==> src/rtl/tbpc_pkg.sv <==
// ----------------------------------------------------------------------------
// tbpc_pkg
// types, constants and the per-button tracking rule of the press classifier
// ----------------------------------------------------------------------------
`default_nettype none

package tbpc_pkg;

  localparam int unsigned THR_W = 16;
  localparam int unsigned TS_W  = 32;
  localparam int unsigned EVT_W = 3;

  localparam logic [THR_W-1:0] THR_RESET = 16'd1000;

  typedef enum logic [EVT_W-1:0] {
    EVT_NONE         = 3'd0,
    EVT_FIRST_SHORT  = 3'd1,
    EVT_FIRST_LONG   = 3'd2,
    EVT_SECOND_SHORT = 3'd3,
    EVT_SECOND_LONG  = 3'd4,
    EVT_PAIR_LONG    = 3'd5
  } press_event_e;

  // tracking state of one button
  typedef struct packed {
    logic            held;
    logic [TS_W-1:0] start;
    logic            long_done;
  } btn_state_t;

  // outcome of one tracking step
  typedef struct packed {
    btn_state_t   st;
    logic         clr_pair;
    press_event_e ev;
  } btn_step_t;

  // one poll of one button
  function automatic btn_step_t track_button(
    input logic             down,
    input logic             other_down,
    input logic [TS_W-1:0]  now,
    input logic [THR_W-1:0] thr,
    input btn_state_t       st,
    input press_event_e     short_code,
    input press_event_e     long_code
  );
    btn_step_t       res;
    logic [TS_W-1:0] elapsed;
    logic [TS_W-1:0] thr_ext;
    res      = '{st: st, clr_pair: 1'b0, ev: EVT_NONE};
    elapsed  = now - st.start;
    thr_ext  = {{(TS_W-THR_W){1'b0}}, thr};
    if (down && !st.held) begin
      // press begins
      res.st.held      = 1'b1;
      res.st.start     = now;
      res.st.long_done = 1'b0;
    end else if (down && st.held && !st.long_done) begin
      // single long press only while the other button is up
      if (!other_down && (elapsed >= thr_ext)) begin
        res.st.long_done = 1'b1;
        res.ev           = long_code;
      end
    end else if (!down && st.held) begin
      // release: short unless a long already fired
      res.ev       = st.long_done ? EVT_NONE : short_code;
      res.st.held  = 1'b0;
      res.clr_pair = 1'b1;
    end
    return res;
  endfunction

endpackage

`default_nettype wire

==> src/rtl/tbpc_req_if.sv <==
// ----------------------------------------------------------------------------
// tbpc_req_if
// poll request channel: two button levels and a millisecond timestamp
// ----------------------------------------------------------------------------
`default_nettype none

interface tbpc_req_if;
  logic                      valid;
  logic                      ready;
  logic                      first_down;
  logic                      second_down;
  logic [tbpc_pkg::TS_W-1:0] now_ms;

  modport source (output valid, output first_down, output second_down, output now_ms,
                  input ready);
  modport sink   (input valid, input first_down, input second_down, input now_ms,
                  output ready);
endinterface

`default_nettype wire

==> src/rtl/tbpc_rsp_if.sv <==
// ----------------------------------------------------------------------------
// tbpc_rsp_if
// event channel: one press event code per poll
// ----------------------------------------------------------------------------
`default_nettype none

interface tbpc_rsp_if;
  logic                       valid;
  logic                       ready;
  logic [tbpc_pkg::EVT_W-1:0] press_event;

  modport source (output valid, output press_event, input ready);
  modport sink   (input valid, input press_event, output ready);
endinterface

`default_nettype wire

==> src/rtl/two_button_press_classifier_unit.sv <==
// ----------------------------------------------------------------------------
// two_button_press_classifier_unit
// classifies short, long and both-long presses of two buttons, one event per poll
// ----------------------------------------------------------------------------
//  channel   dir  handshake      payload
//  req_i     in   valid/ready    first_down, second_down, now_ms
//  rsp_o     out  valid/ready    press_event
//  cfg       in   cfg_we_i       cfg_wdata_i (long press threshold, ms)
//
//  one poll per cycle unless the result stalls; a request is captured in the
//  input register and its event moves on into the result register once free
//  reset clears all button tracking state and sets the threshold to 1000 ms
//  a stalled result holds; a new request is still taken while the input stage
//  can drain into the result register on the same edge
// ----------------------------------------------------------------------------
`default_nettype none

module two_button_press_classifier_unit (
  input  logic                       clk_i,
  input  logic                       rst_ni,
  input  logic                       cfg_we_i,
  input  logic [tbpc_pkg::THR_W-1:0] cfg_wdata_i,
  tbpc_req_if.sink                   req_i,
  tbpc_rsp_if.source                 rsp_o
);
  import tbpc_pkg::*;

  logic [THR_W-1:0] thr_q;

  logic             s1_valid_q;
  logic             s1_first_q;
  logic             s1_second_q;
  logic [TS_W-1:0]  s1_now_q;

  btn_state_t       btn1_q, btn1_d;
  btn_state_t       btn2_q, btn2_d;
  logic             pair_done_q, pair_done_d;

  logic             out_valid_q;
  press_event_e     out_event_q, out_event_d;

  logic             advance;
  btn_step_t        step1, step2;
  logic [TS_W-1:0]  ref_time;
  logic [TS_W-1:0]  pair_elapsed;
  logic [TS_W-1:0]  thr_ext;

  // handshake: input stage drains whenever the result register is free
  assign advance     = s1_valid_q && (!out_valid_q || rsp_o.ready);
  assign req_i.ready = !s1_valid_q || advance;

  assign rsp_o.valid       = out_valid_q;
  assign rsp_o.press_event = out_event_q;

  // threshold register
  always_ff @(posedge clk_i or negedge rst_ni) begin
    if (!rst_ni) begin
      thr_q <= THR_RESET;
    end else if (cfg_we_i) begin
      thr_q <= cfg_wdata_i;
    end
  end

  // input register
  always_ff @(posedge clk_i or negedge rst_ni) begin
    if (!rst_ni) begin
      s1_valid_q <= 1'b0;
    end else if (req_i.ready) begin
      s1_valid_q <= req_i.valid;
    end
  end

  always_ff @(posedge clk_i) begin
    if (req_i.ready && req_i.valid) begin
      s1_first_q  <= req_i.first_down;
      s1_second_q <= req_i.second_down;
      s1_now_q    <= req_i.now_ms;
    end
  end

  // classification of the registered poll
  always_comb begin
    thr_ext = {{(TS_W-THR_W){1'b0}}, thr_q};

    step1 = track_button(s1_first_q, s1_second_q, s1_now_q, thr_q, btn1_q,
                         EVT_FIRST_SHORT, EVT_FIRST_LONG);
    step2 = track_button(s1_second_q, s1_first_q, s1_now_q, thr_q, btn2_q,
                         EVT_SECOND_SHORT, EVT_SECOND_LONG);

    btn1_d      = step1.st;
    btn2_d      = btn2_q;
    pair_done_d = pair_done_q & ~step1.clr_pair;
    out_event_d = step1.ev;

    // button two only when button one was quiet
    if (step1.ev == EVT_NONE) begin
      btn2_d = step2.st;
      if (step2.clr_pair) begin
        pair_done_d = 1'b0;
      end
      out_event_d = step2.ev;
    end

    // both long, measured from the later start
    ref_time     = (btn2_d.start > btn1_d.start) ? btn2_d.start : btn1_d.start;
    pair_elapsed = s1_now_q - ref_time;
    if ((out_event_d == EVT_NONE) && s1_first_q && s1_second_q && !pair_done_d &&
        (pair_elapsed >= thr_ext)) begin
      pair_done_d      = 1'b1;
      btn1_d.long_done = 1'b1;
      btn2_d.long_done = 1'b1;
      out_event_d      = EVT_PAIR_LONG;
    end
  end

  // tracking state, updated as each poll is classified
  always_ff @(posedge clk_i or negedge rst_ni) begin
    if (!rst_ni) begin
      btn1_q      <= '0;
      btn2_q      <= '0;
      pair_done_q <= 1'b0;
    end else if (advance) begin
      btn1_q      <= btn1_d;
      btn2_q      <= btn2_d;
      pair_done_q <= pair_done_d;
    end
  end

  // result register
  always_ff @(posedge clk_i or negedge rst_ni) begin
    if (!rst_ni) begin
      out_valid_q <= 1'b0;
    end else if (advance) begin
      out_valid_q <= 1'b1;
    end else if (rsp_o.ready) begin
      out_valid_q <= 1'b0;
    end
  end

  always_ff @(posedge clk_i) begin
    if (advance) begin
      out_event_q <= out_event_d;
    end
  end

endmodule

`default_nettype wire

==> src/flat_wrapper.sv <==
// flat-port wrapper written by rule: the top's interface ports become plain ports
module two_button_press_classifier_unit_flat import tbpc_pkg::*;
  (clk_i, rst_ni, cfg_we_i, cfg_wdata_i, req_i_valid, req_i_first_down, req_i_second_down, req_i_now_ms, req_i_ready, rsp_o_valid, rsp_o_press_event, rsp_o_ready);
  tbpc_req_if req_i_i ();
  tbpc_rsp_if rsp_o_i ();
  input  logic clk_i;
  input  logic rst_ni;
  input  logic cfg_we_i;
  input  logic [tbpc_pkg::THR_W-1:0] cfg_wdata_i;
  input wire logic [$bits(req_i_i.valid)-1:0] req_i_valid;
  input wire logic [$bits(req_i_i.first_down)-1:0] req_i_first_down;
  input wire logic [$bits(req_i_i.second_down)-1:0] req_i_second_down;
  input wire logic [$bits(req_i_i.now_ms)-1:0] req_i_now_ms;
  output wire logic [$bits(req_i_i.ready)-1:0] req_i_ready;
  output wire logic [$bits(rsp_o_i.valid)-1:0] rsp_o_valid;
  output wire logic [$bits(rsp_o_i.press_event)-1:0] rsp_o_press_event;
  input wire logic [$bits(rsp_o_i.ready)-1:0] rsp_o_ready;
  assign req_i_i.valid = req_i_valid;
  assign req_i_i.first_down = req_i_first_down;
  assign req_i_i.second_down = req_i_second_down;
  assign req_i_i.now_ms = req_i_now_ms;
  assign req_i_ready = req_i_i.ready;
  assign rsp_o_valid = rsp_o_i.valid;
  assign rsp_o_press_event = rsp_o_i.press_event;
  assign rsp_o_i.ready = rsp_o_ready;
  two_button_press_classifier_unit u_core (.clk_i(clk_i), .rst_ni(rst_ni), .cfg_we_i(cfg_we_i), .cfg_wdata_i(cfg_wdata_i), .req_i(req_i_i), .rsp_o(rsp_o_i));
endmodule
==> config.mk <==
export PLATFORM = sky130hd
export DESIGN_NAME = two_button_press_classifier_unit_flat
export DESIGN_NICKNAME = d
export VERILOG_FILES = /design/src/rtl/tbpc_pkg.sv /design/src/rtl/tbpc_req_if.sv /design/src/rtl/tbpc_rsp_if.sv /design/src/rtl/two_button_press_classifier_unit.sv /design/src/flat_wrapper.sv
export SDC_FILE = /design/constraint.sdc
export NUM_CORES = 1
export LEC_CHECK = 0
export BUFFER_PORTS_ARGS = -buffer_cell sky130_fd_sc_hd__buf_2
export CAP_MARGIN = 40
export CORE_MARGIN = 2
export CORE_UTILIZATION = 58
export DETAILED_ROUTE_END_ITERATION = 6
export PLACE_DENSITY = 0.8
export SLEW_MARGIN = 5
export SYNTH_ARGS = -nofsm -noshare
export SYNTH_HDL_FRONTEND = slang
export SYNTH_SLANG_ARGS = --single-unit
==> constraint.sdc <==
create_clock -name clk_i -period 15.54 [get_ports clk_i]
set_input_delay 1.554 -clock clk_i [delete_from_list [all_inputs] [get_ports clk_i]]
set_output_delay 1.554 -clock clk_i [all_outputs]
set_load 0.005 [all_outputs]
==> run_results.csv, run 1 <==
group,metric,value,unit
timing,timing.fmax,74.8,MHz
synth,ys_seq_area_share,26.4,%
timing,holdWs,510,ps
die,floorplan.initialDensity,59.2,%
synth,netlist_top_cells_area,"ha_1, dfrtp_1, edfxtp_1",
global_routing,grt_max_degree,96,
critical_path,critical_path_required,15850,ps
layout,insertedDiodeCount,0,
critical_path,crit_fanout,22,
global_routing,grt_antenna_before_repair,0,
routing,num_vias,11700,
die,die_h,151,um
timing,finalCritPeriodShare,86.0,%
clock_network,clock-root-buffer,"clkbuf_16",
timing,hold_viol,0,
synth,synth_largest_area_cell,"ha_1",
placed_design,place_congestion,0.963,
timing,slew_violations,0,
timing,rsz0062_at_grt,"false",
clock_network,post_cts_resized,0,
die,rows,53,
die,die_area,22700,um^2
synth,synth.most_common_cell,"nand2_1",
routing,ant_nets,0,
layout,n_fill_cell,1812,
critical_path,crit_arrival,13670,ps
clock_network,cts_buffer_depth,2,
synth,synth_warnings,0,
global_routing,gr-total-overflow,0,
critical_path,crit_family,"compound AO/OA/AOI/OAI gates",
worst_hold_path,worstHoldPathType,"reg2reg",
synth,syn_area_per_cell,8.13,um^2
global_routing,grt_pass1_wl,56800,um
critical_path,start_kind,"register",
layout,fin_nets,1814,
layout,syn2layout_area_growth,9.19,%
clock_network,clk_latency,440,ps
placed_design,place_hpwl,27300,um
clock_network,cts_sinks,124,
routing,post-route-drc-count,0,
die,core,21100,um^2
status,status,"finished clean",
clock_network,numCtsBuffers,17,
critical_path,crit_path_top_delay_cell,"edfxtp_1",
timing,tightest_slew,823,ps
global_routing,grt_pass1_vias,10900,
job,maxCapViolations,0,
synth,synthFlopType,"dfrtp_1",
routing,viasPerCell,6.25,
layout,drive_above_1_share,7.99,%
die,die_w,151,um
clock_network,post-cts-setup-buffer-count,0,
critical_path,critical_path_class,"reg2reg",
synth,async_flop_share,70.2,%
synth,netlist_instances,1536,
routing,wire_per_inst,19.0,um
synth,ys_types,70,
clock_network,h-tree-depth,4,
synth,netlist.area_leader.share,18.0,%
layout,utilization,64.6,%
timing,fin_worst_skew,14.9,ps
timing,setup_violations,0,
critical_path,slowest_delay,610,ps
clock_network,cts_tree,"done",
placed_design,io_buffer_count,59,
routing,wl,35400,um
die,io_pins,60,
synth,synth-seq-cells,124,
global_routing,grtUsageTotal,32.0,%
timing,slew_headroom,45.1,%
critical_path,critical_path.endpoint_type,"register",
synth,syn_nets,1774,
timing,tns,0,ps
synth,yosys-top-cells-count,"nand2_1, ha_1, o21ai_0, inv_1, a21oi_1",
routing,dr.pass1.iters,7,
critical_path,crit_buf_inv,4,
timing,period_minus_slack,13360,ps
routing,first_iter_violations,1076,
synth,synth-edff-count,37,
clock_network,cts.clk_slew.worst_paths,60,ps
clock_network,hold_buffers,0,
synth,synth_area,12500,um^2
## routing by layer
metal	GRT usage [%]	share of wire (%)	vias to the layer above	wire length, um
met4	9.67	2.5	0	898
met1	44.9	45	5517	16100
met3	5.03	7.1	70	2520
met2	50.8	45	435	15900
li1	-	-	5632	-
met5	0	0	-	0
## worst paths after layout
path | startpoint | to | slack [ps] | depth (start not counted)
setup / recovery | u_core.s1_now_q[1] | u_core.btn2_q[0] | 2180 | 51
min in group asynchronous | rst_ni | u_core.s1_valid_q | 1030 | 1
hold reg to reg | u_core.btn1_q[28] | u_core.btn1_q[28] | 510 | 2
setup reg to reg | u_core.s1_now_q[1] | u_core.btn2_q[0] | 2180 | 51
hold / removal | u_core.btn1_q[28] | u_core.btn1_q[28] | 510 | 2
max in group asynchronous | rst_ni | u_core.btn1_q[33] | 13690 | 3
## state kept, by name, summed over array words and instances, names as in the netlist
register / cells
u_core.s1_now_q: 32
u_core.rsp_o.valid: 1
u_core.s1_valid_q: 1
u_core.btn2_q: 34
u_core.s1_second_q: 1
u_core.thr_q: 16
u_core.pair_done_q: 1
u_core.btn1_q: 34
u_core.s1_first_q: 1
u_core.rsp_o.press_event: 3
## cell families (layout without fill, tap and decap cells)
group                      after synthesis  count (layout)  synth area share [%]
AOI/OAI and AO/OA                      475             475                  23.2
xor gates and xnor gates                55              55                  3.86
adders and majority gates              183             183                  18.5
buffers and inverters                  197             250                  5.99
DFF                                    124             124                  26.4
muxes                                   77              77                  6.21
and+or+nand+nor                        425             425                  15.8
## worst reg2reg max path, delay by kind of cell (launching register included)
kind | cells | cell delay [ps]
xor+xnor | 2 | 210
simple gates | 16 | 3560
flops | 1 | 610
fa+ha+maj | 5 | 1630
buf+inv | 4 | 950
compound gates | 21 | 5240
mux | 3 | 1050
## per-stage QoR
| stage | setup WS (ps) | cells | area, um^2 |
|---|---|---|---|
| 6_report | 2180 | 1864 | 13600 |
| 3_5_place_dp | 2210 | 1831 | 13100 |
| 2_1_floorplan | 4400 | 1536 | 12500 |
| 5_1_grt | 1170 | 1864 | 13600 |
| 3_3_place_gp | 2600 | 1828 | 13000 |
| 4_1_cts | 2060 | 1863 | 13600 |
## placed cells by master (no fill, tap or decap), drive strengths merged, types with 8 or more instances in the layout
cell and instances:
xnor2 39, clkbuf 20, mux2i 73, xor2 16, a21o 41, o21a 16
o22ai 9, nor3 28, nand2b 21, o21bai 10, nor2 77, a21oi 115
ha 180, a31oi 11, clkinv 8, nand2 186, nand3 27, edfxtp 37
o211ai 10, buf 67, inv 152, nand4 23, dfrtp 81, nor2b 13
o21ai 184, a2111oi 9, nor4 11, a211oi 14
## final cells by class
class                   count  area (um^2)  share of cell area [%]
clock buffers              19          454                    3.33
clock inverters            13          116                   0.854
inverters                 150          563                    4.13
multi-input cells        1215         8460                    62.1
flip-flops and latches    124         3300                    24.2
well taps                 275          344                    2.52
repair buffers             68          393                    2.88
Power of run 1 is left out: the tool's default activity adds up to more than one toggle a clock period on the data nets, which glitch-free logic cannot reach.
==> inputs of run 2 (changes only) <==
==> constraint.sdc (replaced) <==
create_clock -name clk_i -period 14.5 [get_ports clk_i]
set_input_delay 1.45 -clock clk_i [delete_from_list [all_inputs] [get_ports clk_i]]
set_output_delay 1.45 -clock clk_i [all_outputs]
set_load 0.005 [all_outputs]
==> run_results.csv, run 2 (synthesis gave the netlist of run 1 again) <==
group,metric,value,unit
status,status,"finished clean",
critical_path,start_kind,"register",
global_routing,top_usage_layer,"met2",
layout,final_common_cell,"nand2_1",
critical_path,critical_path_required,14810,ps
critical_path,crit_path_start,"u_core.s1_now_q[1]",
global_routing,grt_pass1_wl,55400,um
critical_path,crit_path_top_delay_cell,"nor4_1",
clock_network,clock-root-buffer,"clkbuf_16",
clock_network,cts_sinks,124,
layout,final_cell_mix,"nand2_1, ha_1, o21ai_0, inv_1, a21oi_1",
die,die_w,151,um
clock_network,cts.clk_slew.worst_paths,60,ps
clock_network,cts_buffer_depth,2,
worst_hold_path,min_path_cells,2,
critical_path,rr_worst_depth,53,
die,die_h,151,um
die,io_pins,60,
global_routing,grt_pass1_vias,11000,
timing,slew_violations,0,
clock_network,cts_tree,"done",
die,core,21100,um^2
routing,first_iter_violations,1074,
critical_path,crit_family,"compound AO/OA/AOI/OAI gates",
timing,tightest_slew,771,ps
placed_design,place_hpwl,26500,um
routing,post-route-drc-count,0,
layout,top_regs,"u_core.btn1_q: 34 flops, u_core.btn2_q: 34 flops, u_core.s1_now_q: 32 flops",
critical_path,critical_path_class,"reg2reg",
die,rows,53,
global_routing,grt_use_met3,6.24,%
timing,fin_worst_skew,11.8,ps
die,floorplan.initialDensity,59.2,%
worst_hold_path,min_to,"u_core.btn1_q[19]",
worst_hold_path,worstHoldPathType,"reg2reg",
routing,viasPerCell,6.22,
placed_design,place_congestion,0.995,
critical_path,slowest_delay,680,ps
worst_hold_path,min_from,"u_core.btn1_q[19]",
critical_path,crit_buf_inv,4,
critical_path,reg2reg_to,"u_core.btn2_q[0]",
placed_design,io_buffer_count,59,
timing,rsz0062_at_grt,"false",
timing,period_minus_slack,13150,ps
routing,ant_nets,0,
critical_path,critical_path.most_common_cell,"a21oi_1",
timing,hold_viol,0,
routing,num_vias,11600,
layout,syn2layout_area_growth,9.50,%
layout,multi_input_area,8460,um^2
layout,fin_nets,1813,
routing,wire_per_inst,18.6,um
global_routing,grt_max_degree,84,
global_routing,gr-total-overflow,0,
clock_network,hold_buffers,0,
global_routing,use_met1,41.7,%
critical_path,rrSetupSlack,1350,ps
layout,insertedDiodeCount,0,
critical_path,crit_fanout,35,
clock_network,post-cts-setup-buffer-count,0,
clock_network,numCtsBuffers,17,
critical_path,timing.rr.start,"u_core.s1_now_q[1]",
timing,timing.fmax,76.0,MHz
clock_network,h-tree-depth,4,
timing,slew_headroom,48.1,%
layout,drive_above_1_share,7.87,%
global_routing,met2_usage,49.3,%
global_routing,grtUsageTotal,31.2,%
layout,n_fill_cell,1795,
routing,wl,34600,um
timing,finalCritPeriodShare,90.7,%
clock_network,post_cts_resized,0,
routing,dr.pass1.iters,5,
timing,setup_violations,0,
critical_path,critical_path.endpoint_type,"register",
layout,seqCellArea,3300,um^2
clock_network,clk_latency,430,ps
timing,tns,0,ps
global_routing,grt_antenna_before_repair,0,
critical_path,crit_arrival,13460,ps
die,die_area,22700,um^2
job,maxCapViolations,0,
-- run 2: final cells by class --
class	count	area share, %
Inverter	150	4.12
Clock buffer	21	3.37
Sequential cell	124	24.1
Tap cell	275	2.52
Clock inverter	11	1.03
Multi-Input combinational cell	1215	61.9
Timing Repair Buffer	67	2.93
-- run 2: worst reg2reg max path: cells and delay by family, from the launching register on --
family | cells | cell delay [ps]
AOI/OAI and AO/OA | 27 | 6380
xor gates and xnor gates | 2 | 220
adders and majority gates | 5 | 1580
buffers and inverters | 4 | 790
DFF | 1 | 590
muxes | 3 | 640
and+or+nand+nor | 12 | 2820
-- run 2: routing by layer --
metal	routed length, um	up-vias
li1	-	5637
met1	15600	5433
met2	15400	428
met3	2360	91
met4	1240	0
met5	0	-
-- run 2: how the worst max path moves through the flow --
stage | slack [ps] | cells after the start | to
2_1_floorplan | 3360 | 55 | u_core.btn2_q[0]
3_3_place_gp | 1720 | 50 | u_core.rsp_o.press_event[2]
4_1_cts | 1650 | 53 | u_core.btn2_q[0]
3_5_place_dp | 1810 | 51 | u_core.btn2_q[0]
5_1_grt | 350 | 54 | u_core.btn2_q[0]
6_report | 1350 | 53 | u_core.btn2_q[0]
-- run 2: metrics by stage --
step	hold WS, ps	util, %	setup WS (ps)	area [um^2]	std cells
after global placement	484	61.7	1720	13000	1828
after floorplan	457	-	3360	12500	1536
after CTS	505	64.8	1650	13700	1863
after detailed placement	493	62.0	1810	13100	1831
after global routing	537	64.8	353	13700	1863
final	505	64.8	1350	13700	1863
Power of run 2 is left out for the same reason.
